File: config.mk
export PLATFORM = sky130hd
export DESIGN_NAME = pru_emitter
export DESIGN_NICKNAME = d
export VERILOG_FILES = /design/src/design/pru_pkg.sv /design/src/design/pru_emitter.sv
export SDC_FILE = /design/constraint.sdc
export NUM_CORES = 1
export LEC_CHECK = 0
export BUFFER_PORTS_ARGS = -buffer_cell sky130_fd_sc_hd__buf_2
export CORE_MARGIN = 3
export CORE_UTILIZATION = 44
export CTS_CLUSTER_DIAMETER = 80
export CTS_CLUSTER_SIZE = 30
export DETAILED_ROUTE_END_ITERATION = 10
export HOLD_SLACK_MARGIN = 0.12
export PLACE_DENSITY = 0.79
export SYNTH_ARGS = -nofsm -noshare
export SYNTH_HDL_FRONTEND = slang
export SYNTH_SLANG_ARGS = --single-unit
File: constraint.sdc
create_clock -name clock -period 2.87 [get_ports clock]
set_input_delay 0.287 -clock clock [delete_from_list [all_inputs] [get_ports clock]]
set_output_delay 0.287 -clock clock [all_outputs]
set_load 0.03 [all_outputs]
File: src/design/pru_pkg.sv
// Shared types and constants for the pixel replicate upscaler.
package pru_pkg;

   localparam int DEF_MAX_WIDTH = 1024;
   localparam int DEF_MAX_SCALE = 16;

   localparam int PIX_W      = 24;
   localparam int SCALE_W    = 5;
   localparam int SRC_W      = 11;
   localparam int CSR_DATA_W = 11;
   localparam int CSR_IDX_W  = 1;

   localparam logic [CSR_IDX_W-1:0] CSR_SCALE_FACTOR = 1'b0;
   localparam logic [CSR_IDX_W-1:0] CSR_SOURCE_WIDTH = 1'b1;

   localparam logic MODE_LOAD   = 1'b0;
   localparam logic MODE_REPLAY = 1'b1;

   typedef struct packed {
      logic       mode;
      logic [7:0] blue;
      logic [7:0] green;
      logic [7:0] red;
   } req_item_type;

   typedef struct packed {
      logic [7:0] out_blue;
      logic [7:0] out_green;
      logic [7:0] out_red;
      logic [1:0] pad_bytes;
      logic       row_end;
      logic       last;
      logic       error;
   } rsp_item_type;

   // Per-item job information handed from the control stage to the copy emitter.
   typedef struct packed {
      logic       error;
      logic       is_load;
      logic       at_end;
      logic [1:0] pad_bytes;
   } job_type;

endpackage

File: src/design/pru_emitter.sv
// Copy emitter: sends each pixel out scale times on rsp_, one copy per cycle unless stalled.
module pru_emitter import pru_pkg::*; #(
   parameter int CNT_W = 5
) (
   input  logic             clock,
   input  logic             reset,
   input  logic             job_valid,
   output logic             job_take,
   input  job_type          job,
   input  logic [PIX_W-1:0] job_pix,
   input  logic [CNT_W-1:0] job_scale,
   input  logic [PIX_W-1:0] mem_rd_data,
   output logic             rsp_valid,
   input  logic             rsp_stall,
   output rsp_item_type     rsp_item
);

   logic             valid_ff, valid_in;
   job_type          job_ff, job_in;
   logic [PIX_W-1:0] pix_ff, pix_in;
   logic [CNT_W-1:0] rem_ff, rem_in;
   logic             final_copy, fire, done;

   assign final_copy = (rem_ff == '0);
   assign fire       = valid_ff && !rsp_stall;
   assign done       = fire && final_copy;
   assign job_take   = job_valid && (!valid_ff || done);

   always_comb begin
      valid_in = valid_ff;
      job_in   = job_ff;
      pix_in   = pix_ff;
      rem_in   = rem_ff;
      if (fire && !final_copy) begin
         rem_in = rem_ff - CNT_W'(1);
      end
      if (!valid_ff || done) begin
         valid_in = job_valid;
         if (job_valid) begin
            job_in = job;
            pix_in = job.is_load ? job_pix : mem_rd_data;
            // An error item gives exactly one result.
            rem_in = job.error ? '0 : job_scale - CNT_W'(1);
         end
      end
   end

   always_ff @(posedge clock) begin
      if (reset) begin
         valid_ff <= 1'b0;
      end else begin
         valid_ff <= valid_in;
      end
   end

   always_ff @(posedge clock) begin
      job_ff <= job_in;
      pix_ff <= pix_in;
      rem_ff <= rem_in;
   end

   always_comb begin
      rsp_item = '0;
      if (job_ff.error) begin
         rsp_item.last  = 1'b1;
         rsp_item.error = 1'b1;
      end else begin
         rsp_item.out_blue  = pix_ff[7:0];
         rsp_item.out_green = pix_ff[15:8];
         rsp_item.out_red   = pix_ff[23:16];
         rsp_item.row_end   = job_ff.at_end && final_copy;
         rsp_item.pad_bytes = (job_ff.at_end && final_copy) ? job_ff.pad_bytes : 2'd0;
         rsp_item.last      = final_copy;
      end
   end

   assign rsp_valid = valid_ff;

endmodule

==> results.md <==
* Peak VDD IR at 0.3842 mV
* Layout cells sized above 1 at a little under three fifths
* Final min period at 2.339 ns
* CTS tree: yes
* GRT overflow at 0
* Setup Buffers After CTS at 0
* Hold_buf cts at 0
* Area share of the largest cell type after synthesis at roughly half
* Post-Route WL at 3408 µm
* Die Y at 68.67 µm
* Area leader, netlist: edfxtp_1
* DPL Wire Length at 2783 µm
* Tot GR Track Use at 14.92%
* Synth cell count leaders: edfxtp_1 (28), nor2b_1 (26), mux2_2 (25)
* CP Class: register to output pin
* Slew @ Worst Pin at between 0.7 and 0.8 ns
* CP Data Arrival Time at between 2 and 2.5 ns
* Site row count at 22
* Area after DPL at 2237 µm²
* Post-CTS resize count at 0
* Pre-CTS WS at 0.8002 ns
* Avg Cell Area, Syn at 12.71 µm²
* First-pass GRT wire length at 5037 µm
* FF-to-FF Start: rem_ff[0]
* Most used DFF post-synth: edfxtp_1
* Critical-path cell list: inv_1 -> ha_1 -> nor4b_2 -> a31oi_2 -> clkinv_1 -> buf_2
* Mean routed wirelength per cell at 12.17 µm
* Via Count at between 1,000 and 1,500
* Crit path max fanout at 8
* Post-Syn Instances at 136
* CP max stage delay at about 0.37 ns
* Setup_tns at 0 ns
* Fin nets at 295
* Min-delay src: reset
* CP top delay family: buffers and inverters
* Worst Reg2Reg Path Length in Cells at 6
* Die X at 68.67 µm
* Final instance area at 2375 µm²
* FFs w/ async S/R, synth at 0%
* Most numerous cell in the Yosys netlist: edfxtp_1
* Startpoint Class: register
* Worst setup margin at roughly 0.53 ns
* Starting Density at ~46%
* Total of warnings raised by yosys at 0
* Clock skew at 0.002329 ns
* Hold Vio Cnt, Final at 0
* Final Max Tran Viols at 0
* Largest net degree at the start of global routing at 28
* Reg clk slew, reported paths at 0.07 ns
* Drt initial violations at 42
* Max-slew headroom at 47.36%
* FMAX at ~430 MHz
* Seq cells post-synth at 34
* Placed insts at 272
* CP bufs+invs at 3
* Vias in the first global route at about 1,200
* Gpl congestion at 0.8734
* LEAKAGE at 0.001059 µW
* Final Setup Violations at 0
* Post-synthesis sequential area ratio at 55.61%
* Max Root-Sink Buffers at 2
* HP Class: input pin to register
* Syn nets at 200
* Root Buffer: clkbuf_8
* Crit share post-route at 81.50%
* Min-Delay Endpoint: rsp_valid
* Critical Path RT at 2.58 ns
* Mapped cell area at 1728 µm²
* Top cells by area, synth: edfxtp_1 (49%), mux2_2 (16%), nor2b_1 (9.4%), dfxtp_1 (7.0%), xnor2_1 (2.0%)
* RSZ-0062 raised after global routing: false
* Insertion delay to the later sink of the worst-skew pair at 0.28 ns
* Post-route ant nets at 0
* H-tree depth at 2
* Post-route DRC at 0
* Clock sinks at 34
* Reg-to-reg endpoint: pix_ff[19]
* Hold Crit Depth at 2
* P&R area growth vs syn at 37.44%
* Post-synth EDFFs at 28
* Status: complete, no violations
* Total iterations of the first detailed-routing run at 4
* CTS buffer count at 5
* Die ar. at 4715 µm²
* Antenna diodes at 0
* Number of vias per cell at between 4 and 5
* Yosys cell types at 27
* Layout Cells excl Fill at 280
* Power Density at ~670 nW/µm²
* I/O pin count at 93
* Antenna violations before repair at 0
* Nature of the critical path endpoint: output pin
* Fin Hold WS at 0.1503 ns
* Slowest stage cell, crit path: dfxtp_1
* Core area at 3716 µm²
* Max cap viols at 0
* IO buf count at 92
* Reg-to-reg setup timing slack at roughly 0.82 ns
## through the flow
step / power (µW) / utilization [%]
finish: 1593 / 63.91
global route: 1679 / 63.91
CTS: 1619 / 63.91
detailed placement: 1092 / 60.20
global placement: 1082 / 60.20
floorplan: 957.4 / -
## worst reg2reg max path: stages, from the launching register on
cell and delay (ns):
dfxtp_1 0.37, inv_1 0.06, ha_1 0.22, nor4b_2 0.18, a31oi_2 0.34, clkinv_1 0.33, buf_4 0.31
## registers in the layout, summed over array words and instances (netlist names)
name,flops
job_ff,4
pix_ff,24
rem_ff,5
rsp_valid,1
## placed cells by master (no fill, tap or decap), drive strengths merged, types with 3 or more instances in the layout
cell and instances:
and2 3, nor2b 26, buf 94, nor3 3, nand2 4, edfxtp 28
inv 5, dfxtp 6, clkbuf 5, a21oi 4, xnor2 4, nor2 5
mux2 25
## power by group
part | leakage, µW | internal, µW | total, µW | switching [µW]
sequential | 0.000319 | 619 | 664 | 45.6
combinational | 0.000672 | 177 | 412 | 235
clock | 0.0000683 | 348 | 517 | 170
total | 0.00106 | 1140 | 1590 | 450
## cell type report
class | instances | area [µm²]
timing repair buffer | 94 | 475.5
inverter | 6 | 22.52
clock buffer | 5 | 68.82
clock inverter | 3 | 68.82
fill | 332 | 1341
tap | 48 | 60.06
multi-input combinational | 90 | 718.2
sequential | 34 | 960.9
## routing by layer
layer / up-vias / global-route usage [%] / share of wire [%]
met3: 4 / 5.186 / 10
met4: 0 / 5.211 / 1.3
li1: 668 / - / -
met2: 56 / 28.37 / 52
met1: 606 / 14.75 / 37
met5: - / 0 / 0
## logic make-up (layout without fill, tap and decap cells)
family | Yosys count | after routing | share of synthesized area (%)
simple gates | 48 | 48 | 17.38
buf+inv | 12 | 108 | 2.824
mux | 26 | 26 | 16.87
xor+xnor | 5 | 5 | 2.534
flops | 34 | 34 | 55.61
fa+ha+maj | 2 | 2 | 1.448
compound gates | 9 | 9 | 3.331
## worst max-delay path by stage
| stage | slack (ns) | startpoint | end | cells after the start |
|---|---|---|---|---|
| after detailed placement | 0.80 | rem_ff[0] | pix_ff[9] | 6 |
| after global placement | 0.85 | rem_ff[0] | pix_ff[9] | 6 |
| after floorplan | 0.45 | rem_ff[0] | job_ff[0] | 5 |
| after global routing | 0.38 | rem_ff[0] | job_take | 6 |
| after CTS | 0.49 | rem_ff[0] | job_take | 6 |
| final | 0.53 | rem_ff[0] | job_take | 6 |
Note: power is estimated with default switching activity, not from simulation.
