`config.mk`:
```
export PLATFORM = sky130hd
export DESIGN_NAME = pru_control
export DESIGN_NICKNAME = d
export VERILOG_FILES = /design/src/design/pru_pkg.sv /design/src/design/pru_control.sv
export SDC_FILE = /design/constraint.sdc
export NUM_CORES = 1
export LEC_CHECK = 0
export ABC_CLOCK_PERIOD_IN_PS = 6930
export CAP_MARGIN = 25
export CORE_UTILIZATION = 55
export CTS_CLUSTER_DIAMETER = 60
export DETAILED_ROUTE_END_ITERATION = 7
export DONT_BUFFER_PORTS = 1
export PLACE_DENSITY = 0.77
export SYNTH_ARGS = -nofsm -noshare
export SYNTH_HDL_FRONTEND = slang
export SYNTH_SLANG_ARGS = --single-unit
export TNS_END_PERCENT = 1
```
`constraint.sdc`:
```
create_clock -name clock -period 6.93 [get_ports clock]
set_input_delay 1.386 -clock clock [delete_from_list [all_inputs] [get_ports clock]]
set_output_delay 1.386 -clock clock [all_outputs]
set_load 0.01 [all_outputs]
```
`src/design/pru_pkg.sv`:
```
// Shared types and constants for the pixel replicate upscaler.
package pru_pkg;

   localparam int DEF_MAX_WIDTH = 1024;
   localparam int DEF_MAX_SCALE = 16;

   localparam int PIX_W      = 24;
   localparam int SCALE_W    = 5;
   localparam int SRC_W      = 11;
   localparam int CSR_DATA_W = 11;
   localparam int CSR_IDX_W  = 1;

   localparam logic [CSR_IDX_W-1:0] CSR_SCALE_FACTOR = 1'b0;
   localparam logic [CSR_IDX_W-1:0] CSR_SOURCE_WIDTH = 1'b1;

   localparam logic MODE_LOAD   = 1'b0;
   localparam logic MODE_REPLAY = 1'b1;

   typedef struct packed {
      logic       mode;
      logic [7:0] blue;
      logic [7:0] green;
      logic [7:0] red;
   } req_item_type;

   typedef struct packed {
      logic [7:0] out_blue;
      logic [7:0] out_green;
      logic [7:0] out_red;
      logic [1:0] pad_bytes;
      logic       row_end;
      logic       last;
      logic       error;
   } rsp_item_type;

   // Per-item job information handed from the control stage to the copy emitter.
   typedef struct packed {
      logic       error;
      logic       is_load;
      logic       at_end;
      logic [1:0] pad_bytes;
   } job_type;

endpackage

```
`src/design/pru_control.sv`:
```
// Configuration registers, row and pass counters, line store access and the job stage.
module pru_control import pru_pkg::*; #(
   parameter int MAX_WIDTH = DEF_MAX_WIDTH,
   parameter int MAX_SCALE = DEF_MAX_SCALE,
   parameter int COL_W     = 10,
   parameter int PASS_W    = 4,
   parameter int CNT_W     = 5
) (
   input  logic                  clock,
   input  logic                  reset,
   input  logic                  csr_write,
   input  logic [CSR_IDX_W-1:0]  csr_index,
   input  logic [CSR_DATA_W-1:0] csr_data,
   input  logic                  req_valid,
   output logic                  req_stall,
   input  req_item_type          req_item,
   output logic                  mem_wr_en,
   output logic                  mem_rd_en,
   output logic [COL_W-1:0]      mem_addr,
   output logic [PIX_W-1:0]      mem_wr_data,
   output logic                  job_valid,
   input  logic                  job_take,
   output job_type               job,
   output logic [PIX_W-1:0]      job_pix,
   output logic [CNT_W-1:0]      job_scale
);

   localparam int WE_W = (SRC_W > $clog2(MAX_WIDTH + 1)) ? SRC_W : $clog2(MAX_WIDTH + 1);
   localparam int SE_W = (SCALE_W > CNT_W) ? SCALE_W : CNT_W;

   logic [SCALE_W-1:0] scale_ff, scale_in;
   logic [SRC_W-1:0]   width_ff, width_in;
   logic [COL_W-1:0]   col_ff, col_in;
   logic [PASS_W-1:0]  pass_ff, pass_in;
   logic               job_valid_ff, job_valid_in;
   job_type            job_ff, job_in;
   logic [PIX_W-1:0]   job_pix_ff, job_pix_in;
   logic [CNT_W-1:0]   job_scale_ff, job_scale_in;

   logic [WE_W-1:0]  w_raw, w_eff, col_next;
   logic [SE_W-1:0]  s_raw, s_eff;
   logic [CNT_W-1:0] s_cnt, pass_next;
   logic [COL_W-1:0] col_cur;
   logic             accept, mode_err, at_end;
   logic [3:0]       pad_prod;

   always_comb begin
      w_raw = WE_W'(width_ff);
      if (w_raw == '0) begin
         w_eff = WE_W'(1);
      end else if (w_raw > WE_W'(MAX_WIDTH)) begin
         w_eff = WE_W'(MAX_WIDTH);
      end else begin
         w_eff = w_raw;
      end
      s_raw = SE_W'(scale_ff);
      if (s_raw == '0) begin
         s_eff = SE_W'(1);
      end else if (s_raw > SE_W'(MAX_SCALE)) begin
         s_eff = SE_W'(MAX_SCALE);
      end else begin
         s_eff = s_raw;
      end
   end

   assign s_cnt = s_eff[CNT_W-1:0];

   // The pad count (4 - 3*w*s mod 4) mod 4 reduces to w*s mod 4.
   assign pad_prod = w_eff[1:0] * s_eff[1:0];

   assign col_cur   = (WE_W'(col_ff) >= w_eff) ? '0 : col_ff;
   assign col_next  = WE_W'(col_cur) + WE_W'(1);
   assign at_end    = (col_next == w_eff);
   assign pass_next = CNT_W'(pass_ff) + CNT_W'(1);

   assign mode_err  = req_item.mode != ((pass_ff != '0) ? MODE_REPLAY : MODE_LOAD);
   assign req_stall = job_valid_ff && !job_take;
   assign accept    = req_valid && !req_stall;

   assign mem_wr_en   = accept && !mode_err && (req_item.mode == MODE_LOAD);
   assign mem_rd_en   = accept && !mode_err && (req_item.mode == MODE_REPLAY);
   assign mem_addr    = col_cur;
   assign mem_wr_data = {req_item.red, req_item.green, req_item.blue};

   always_comb begin
      scale_in = scale_ff;
      width_in = width_ff;
      col_in   = col_ff;
      pass_in  = pass_ff;
      if (accept && !mode_err) begin
         if (at_end) begin
            col_in  = '0;
            pass_in = (pass_next >= s_cnt) ? '0 : pass_next[PASS_W-1:0];
         end else begin
            col_in = col_next[COL_W-1:0];
         end
      end
      if (csr_write) begin
         case (csr_index)
            CSR_SCALE_FACTOR: scale_in = csr_data[SCALE_W-1:0];
            CSR_SOURCE_WIDTH: width_in = csr_data[SRC_W-1:0];
            default: ;
         endcase
         col_in  = '0;
         pass_in = '0;
      end
   end

   always_comb begin
      job_valid_in = job_valid_ff;
      job_in       = job_ff;
      job_pix_in   = job_pix_ff;
      job_scale_in = job_scale_ff;
      if (!job_valid_ff || job_take) begin
         job_valid_in = accept;
         if (accept) begin
            job_in.error     = mode_err;
            job_in.is_load   = (req_item.mode == MODE_LOAD);
            job_in.at_end    = at_end;
            job_in.pad_bytes = pad_prod[1:0];
            job_pix_in       = mem_wr_data;
            job_scale_in     = s_cnt;
         end
      end
   end

   always_ff @(posedge clock) begin
      if (reset) begin
         scale_ff     <= SCALE_W'(1);
         width_ff     <= SRC_W'(1);
         col_ff       <= '0;
         pass_ff      <= '0;
         job_valid_ff <= 1'b0;
      end else begin
         scale_ff     <= scale_in;
         width_ff     <= width_in;
         col_ff       <= col_in;
         pass_ff      <= pass_in;
         job_valid_ff <= job_valid_in;
      end
   end

   always_ff @(posedge clock) begin
      job_ff       <= job_in;
      job_pix_ff   <= job_pix_in;
      job_scale_ff <= job_scale_in;
   end

   assign job_valid = job_valid_ff;
   assign job       = job_ff;
   assign job_pix   = job_pix_ff;
   assign job_scale = job_scale_ff;

endmodule

```
==> flow_summary.toml, run 1 <==
[timing]
hold_viol = 0
worst_pin_slew_ps = 800
period_needed_ps = 5440
fmax_mhz = 184
slew_viol_final = 0
fin_crit_sh_pct = 78.4
fin_skew_ps = 9.39
finalSetupTns_ps = 0
slew_headroom_pct = 46.7
holdWs_ps = 473
rsz0062_at_grt = "false"
setup_viol = 0

[clock_tree]
cts_tree = "built"
cts_buffers = 9
path_clk_slew_ps = 70
cts_buffer_depth = 2
post_cts_resized = 0
cts_max_level = 3
post_cts_buffers = 0
holdBufCountCts = 0
root_buffer = "clkbuf_8"
cts_sinks = 65
clk_latency_ps = 350

[die]
initial_core_util_pct = 56.7
die-area_sq_um = 6840
num_io_pins = 114
core_area_sq_um = 6310
fp.dieW_microns = 82.7
chipHeight_microns = 82.7
rows = 29

[pwr]
p_switching_uw = 224
combPwrFrac_pct = 9.0
p_int_uw = 624
swShare_pct = 26.4
power.share.sequential_pct = 52.5
vdd_ir_drop_max_mv = 0.140
power_density_nw_per_um2 = 234
power_leakage_uw = 0.00139
p_clk_share_pct = 38.5

[setup_path]
worst_ep_arrival_time_ps = 5730
r2r-end = "col_ff[9]$_SDFFE_PP0P_"
startpoint_type = "register"
end_kind = "register"
ff2ff_path_depth = 19
cp_max_fo = 12
r2r_slack_ps = 1490
worstPathRequired_ps = 7220
timing.rr.start = "w_raw[10]$_SDFFE_PP0P_"
crit_type = "reg -> reg"

[placed_design]
gp_congestion = 0.941
place_inst = 409
place.port_buffers = 0
dpl.hpwl_microns = 5730

[layout]
final_nets = 403
final_common_cell = "nand2_1"
stdcell_count = 425
area_growth_pct = 1.33
fillers = 563
drive_gt1_share_pct = 10.1
final_cell_mix = "48 x nand2_1, 34 x edfxtp_1, 31 x dfxtp_1"
n_antenna_cell = 0

[run]
maxCapViolCount = 0

[routing]
drtPass1Iterations = 4
vias = 2521
ant_nets = 0
post_drt_wl_per_cell_microns = 17.7
vias_per_cell = 5.93
drt-total-wl_microns = 7510
dr.first_iter.drc_count = 245
drc_errors = 0

[global_routing]
track_usage_pct = 23.5
grt_pass1_wl_microns = 11600
first_global_vias = 2373
grt.overflow.total = 0
grt_max_degree = 36
antenna_found_initial = 0

[synthesis]
async_flop_share_pct = 0
yosysUniqueCellTypes = 58
synth_edf_count = 34
ys_seq_area_share_pct = 45.8
synthFlopType = "edfxtp_1"
yosysWarningCount = 0
synthCells = 369
syn_area_sq_um = 3580
syn_avg_cell_area_sq_um = 9.71
synth.net_count = 429
synth_seq_cells = 65

[min_path]
hp-start = "w_raw[4]$_SDFFE_PP0P_"
min_path_cells = 2
min_to = "w_raw[4]$_SDFFE_PP0P_"
hold_path_class = "reg -> reg"

[status]
outcome = "completed"
power groups by stage:
stage	clock, uW	sequential [uW]	combinational, uW
2_1_floorplan	0	449	81.7
4_1_cts	334	445	76.4
3_3_place_gp	0	453	74.5
5_1_grt	349	448	85.5
3_5_place_dp	0	454	76.2
6_report	327	445	76.4
synthesized netlist by cell type (2+ instances only):
library cell   n  area share, %
nor3_2         2           0.56
a211oi_1       2           0.42
a32oi_1        2           0.49
edfxtp_1      34             29
buf_4         26            5.4
nor4_1         2           0.35
a21oi_1       22            3.1
a22o_1         2           0.49
nor3_1         9            1.3
o21ai_1        3           0.42
nor2_1        27            2.8
nor2b_1        7            1.2
buf_2          3           0.42
xor2_1         5            1.2
and2_1         5           0.87
nand2_1       48            5.0
xnor2_1       11            2.7
dfxtp_1       31             17
nand3_1       14            2.0
buf_6          2           0.63
nand4_1        6            1.0
and3_1         7            1.2
and2_4         2           0.49
ha_1          18            6.3
mux2i_1        7            2.0
clkbuf_1       6           0.63
nand2b_1       7            1.2
o31ai_1        2           0.42
o21ai_0        6           0.84
inv_1         21            2.2
o211ai_1       2           0.42
o21a_1         2           0.42
layout make-up:
class / count / area, sq um / share of cell area, %
clock buffer: 9 / 124 / 3.41
clock inverter: 7 / 78.8 / 2.17
inverter: 21 / 78.8 / 2.17
multi-input combinational: 245 / 1600 / 44.2
sequential: 65 / 1640 / 45.2
tap: 77 / 96.3 / 2.65
timing repair buffer: 1 / 7.51 / 0.207
logic make-up (layout without fill, tap and decap cells):
kind of cell | after synthesis | after routing | share of synthesized area, %
AND/OR/NAND/NOR | 144 | 144 | 20.0
flip-flops | 65 | 65 | 45.8
buffers and inverters | 59 | 38 | 9.43
AO/OA/AOI/OAI | 58 | 58 | 11.5
adder cells (fa/ha/maj) | 18 | 18 | 6.29
XOR/XNOR | 17 | 17 | 4.65
multiplexers | 8 | 8 | 2.27
layer usage:
metal | part of all wire [%] | track usage [%] | vias to the layer above
li1 | - | - | 1217
met1 | 42 | 29.7 | 1152
met2 | 46 | 35.7 | 140
met3 | 10 | 8.46 | 12
met4 | 1.4 | 10.3 | 0
met5 | 0 | 0 | -
stage by stage:
step	utilization (%)	power (uW)	cell area [sq um]	worst slack, ps
final	57.5	848	3630	1490
after global routing	57.5	882	3630	1160
after CTS	57.5	855	3630	1570
after detailed placement	54.3	530	3430	1570
after floorplan	-	530	3580	2680
after global placement	54.3	528	3430	1730
critical path, cell delays in order (launching register included):
cell	delay (ps)
dfxtp_1	570
inv_1	270
a32oi_1	430
inv_1	140
ha_1	290
nand2b_1	140
a211oi_1	220
o311a_2	240
o21a_1	320
and2_1	290
ha_1	320
nand3_1	120
or3_4	360
and2_4	160
a32oi_1	200
a2bb2oi_2	150
a21oi_1	70
a311oi_2	720
and3_1	260
a221o_1	100
flip-flops by register name, indices dropped and copies added, names as in the netlist:
name / flops
col_ff: 10
s_raw: 5
pass_ff: 4
job_scale: 5
job_pix: 24
job: 5
w_raw: 11
job_valid: 1
worst max path at each step:
stage / from / end / slack [ps] / depth (start not counted)
floorplan: w_raw[6]$_SDFFE_PP0P_ / pass_ff[0]$_SDFFE_PP0P_ / 2680 / 22
global placement: w_raw[10]$_SDFFE_PP0P_ / col_ff[9]$_SDFFE_PP0P_ / 1730 / 19
detailed placement: w_raw[10]$_SDFFE_PP0P_ / col_ff[9]$_SDFFE_PP0P_ / 1570 / 19
CTS: w_raw[10]$_SDFFE_PP0P_ / col_ff[9]$_SDFFE_PP0P_ / 1570 / 19
global route: w_raw[10]$_SDFFE_PP0P_ / col_ff[9]$_SDFFE_PP0P_ / 1160 / 19
finish: w_raw[10]$_SDFFE_PP0P_ / col_ff[9]$_SDFFE_PP0P_ / 1490 / 19
Note: power is estimated with default switching activity, not from simulation.
==> inputs of run 2 (changes only) <==
--- a/config.mk
+++ b/config.mk
@@ -5,7 +5,7 @@
 export SDC_FILE = /design/constraint.sdc
 export NUM_CORES = 1
 export LEC_CHECK = 0
-export ABC_CLOCK_PERIOD_IN_PS = 6930
+export ABC_CLOCK_PERIOD_IN_PS = 5300
 export CAP_MARGIN = 25
 export CORE_UTILIZATION = 55
 export CTS_CLUSTER_DIAMETER = 60
==> constraint.sdc (replaced) <==
create_clock -name clock -period 5.3 [get_ports clock]
set_input_delay 1.06 -clock clock [delete_from_list [all_inputs] [get_ports clock]]
set_output_delay 1.06 -clock clock [all_outputs]
set_load 0.01 [all_outputs]
==> flow_summary.toml, run 2 (synthesis gave the netlist of run 1 again) <==
[placed_design]
pre_cts_ws_ps = 481
dpl.hpwl_microns = 5600
gp_congestion = 0.974
place.port_buffers = 0

[layout]
fillers = 550
drive_gt1_share_pct = 10.8
largest_reg_flops = 24
area_growth_pct = 1.92
final_cell_mix = "48 x nand2_1, 34 x edfxtp_1, 31 x dfxtp_1"
multi_input_area_sq_um = 1600
final_nets = 406
n_antenna_cell = 0
ff_latch_area_sq_um = 1640
final_common_cell = "nand2_1"

[global_routing]
grt_max_degree = 36
first_global_vias = 2347
grt_pass1_wl_microns = 11300
grt.overflow.total = 0
antenna_found_initial = 0
track_usage_pct = 22.3

[routing]
vias = 2528
drt-total-wl_microns = 7380
vias_per_cell = 5.91
post_drt_wl_per_cell_microns = 17.2
dr.first_iter.drc_count = 238
ant_nets = 0
drtPass1Iterations = 4
drc_errors = 0

[setup_path]
r2r_slack_ps = 360
r2r-end = "col_ff[9]$_SDFFE_PP0P_"
cp_max_fo = 12
worstPathRequired_ps = 5530
startpoint_type = "register"
timing.rr.start = "w_raw[10]$_SDFFE_PP0P_"
end_kind = "register"
crit_type = "reg -> reg"
startpoint = "w_raw[10]$_SDFFE_PP0P_"
worst_ep_arrival_time_ps = 5180
ff2ff_path_depth = 20

[min_path]
hp-start = "w_raw[4]$_SDFFE_PP0P_"
min_to = "w_raw[4]$_SDFFE_PP0P_"
hold_path_class = "reg -> reg"
min_path_cells = 2

[die]
core_area_sq_um = 6310
num_io_pins = 114
die-area_sq_um = 6840
fp.dieW_microns = 82.7
rows = 29
initial_core_util_pct = 56.7
chipHeight_microns = 82.7

[clock_tree]
cts_buffers = 9
post_cts_buffers = 0
cts_sinks = 65
cts_buffer_depth = 2
cts_max_level = 3
path_clk_slew_ps = 70
clk_latency_ps = 340
holdBufCountCts = 0
root_buffer = "clkbuf_8"
post_cts_resized = 0
cts_tree = "built"

[timing]
period_needed_ps = 4940
setup_ws_ps = 357
slew_viol_final = 0
fin_crit_sh_pct = 93.3
fmax_mhz = 202
hold_viol = 0
finalSetupTns_ps = 0
setup_viol = 0
worst_pin_slew_ps = 804
rsz0062_at_grt = "false"
fin_skew_ps = 5.66
slew_headroom_pct = 46.1

[status]
outcome = "completed"

[pwr]
vdd_ir_drop_max_mv = 0.210
power.share.sequential_pct = 52.6
p_int_uw = 818
p_clk_share_pct = 38.1
power_leakage_uw = 0.00140
swShare_pct = 26.0
p_switching_uw = 287
combPwrFrac_pct = 9.3
power_density_nw_per_um2 = 303

[run]
maxCapViolCount = 0
-- run 2: area by class of cell --
type                       instances  share of cell area, %
inverter                          21                   2.16
clock inverter                     7                   2.12
clock buffer                       9                   3.39
timing repair buffer               4                  0.822
sequential                        65                   45.0
tap                               77                   2.64
multi-input combinational        245                   43.9
-- run 2: critical path: stages (launching register included) --
cell and delay [ps]:
dfxtp_1 540, inv_1 260, a32oi_1 270, inv_1 110, ha_1 270, nand2b_1 130, a211oi_1 250, o311a_2 240
o21ai_4 120, nor2_1 360, ha_1 380, nand3_1 130, or3_4 360, a21boi_0 180, a32oi_1 100, a2bb2oi_2 150
a21oi_1 220, a311oi_2 130, buf_4 200, and3_1 180, a221o_1 250
-- run 2: worst max-delay path by stage --
stage / slack, ps / cells after the start / to
6_report: 360 / 20 / col_ff[9]$_SDFFE_PP0P_
3_5_place_dp: 480 / 20 / col_ff[9]$_SDFFE_PP0P_
3_3_place_gp: 670 / 20 / col_ff[9]$_SDFFE_PP0P_
5_1_grt: 120 / 20 / col_ff[9]$_SDFFE_PP0P_
2_1_floorplan: 1050 / 22 / pass_ff[0]$_SDFFE_PP0P_
4_1_cts: 470 / 20 / col_ff[9]$_SDFFE_PP0P_
-- run 2: through the flow --
stage                     hold slack, ps  util, %  total power [uW]  cell area [sq um]  cells
after floorplan                      436        -               694               3580    369
after global placement               457     54.6               692               3450    412
after detailed placement             463     54.6               695               3450    412
after CTS                            475     57.8              1110               3650    428
after global routing                 492     57.8              1150               3650    428
final                                474     57.8              1110               3650    428
-- run 2: routing by layer --
layer | up-vias | share of wire, % | GRT usage, %
li1 | 1222 | - | -
met1 | 1169 | 43 | 27.4
met2 | 129 | 47 | 35.6
met3 | 8 | 9.4 | 7.25
met4 | 0 | 0.92 | 9.48
met5 | - | 0 | 0
-- run 2: power groups by stage --
stage | clock [uW] | combinational (uW) | sequential (uW)
global placement | 0 | 98.9 | 593
CTS | 431 | 101 | 582
floorplan | 0 | 107 | 587
global route | 453 | 112 | 585
finish | 421 | 102 | 582
detailed placement | 0 | 101 | 594
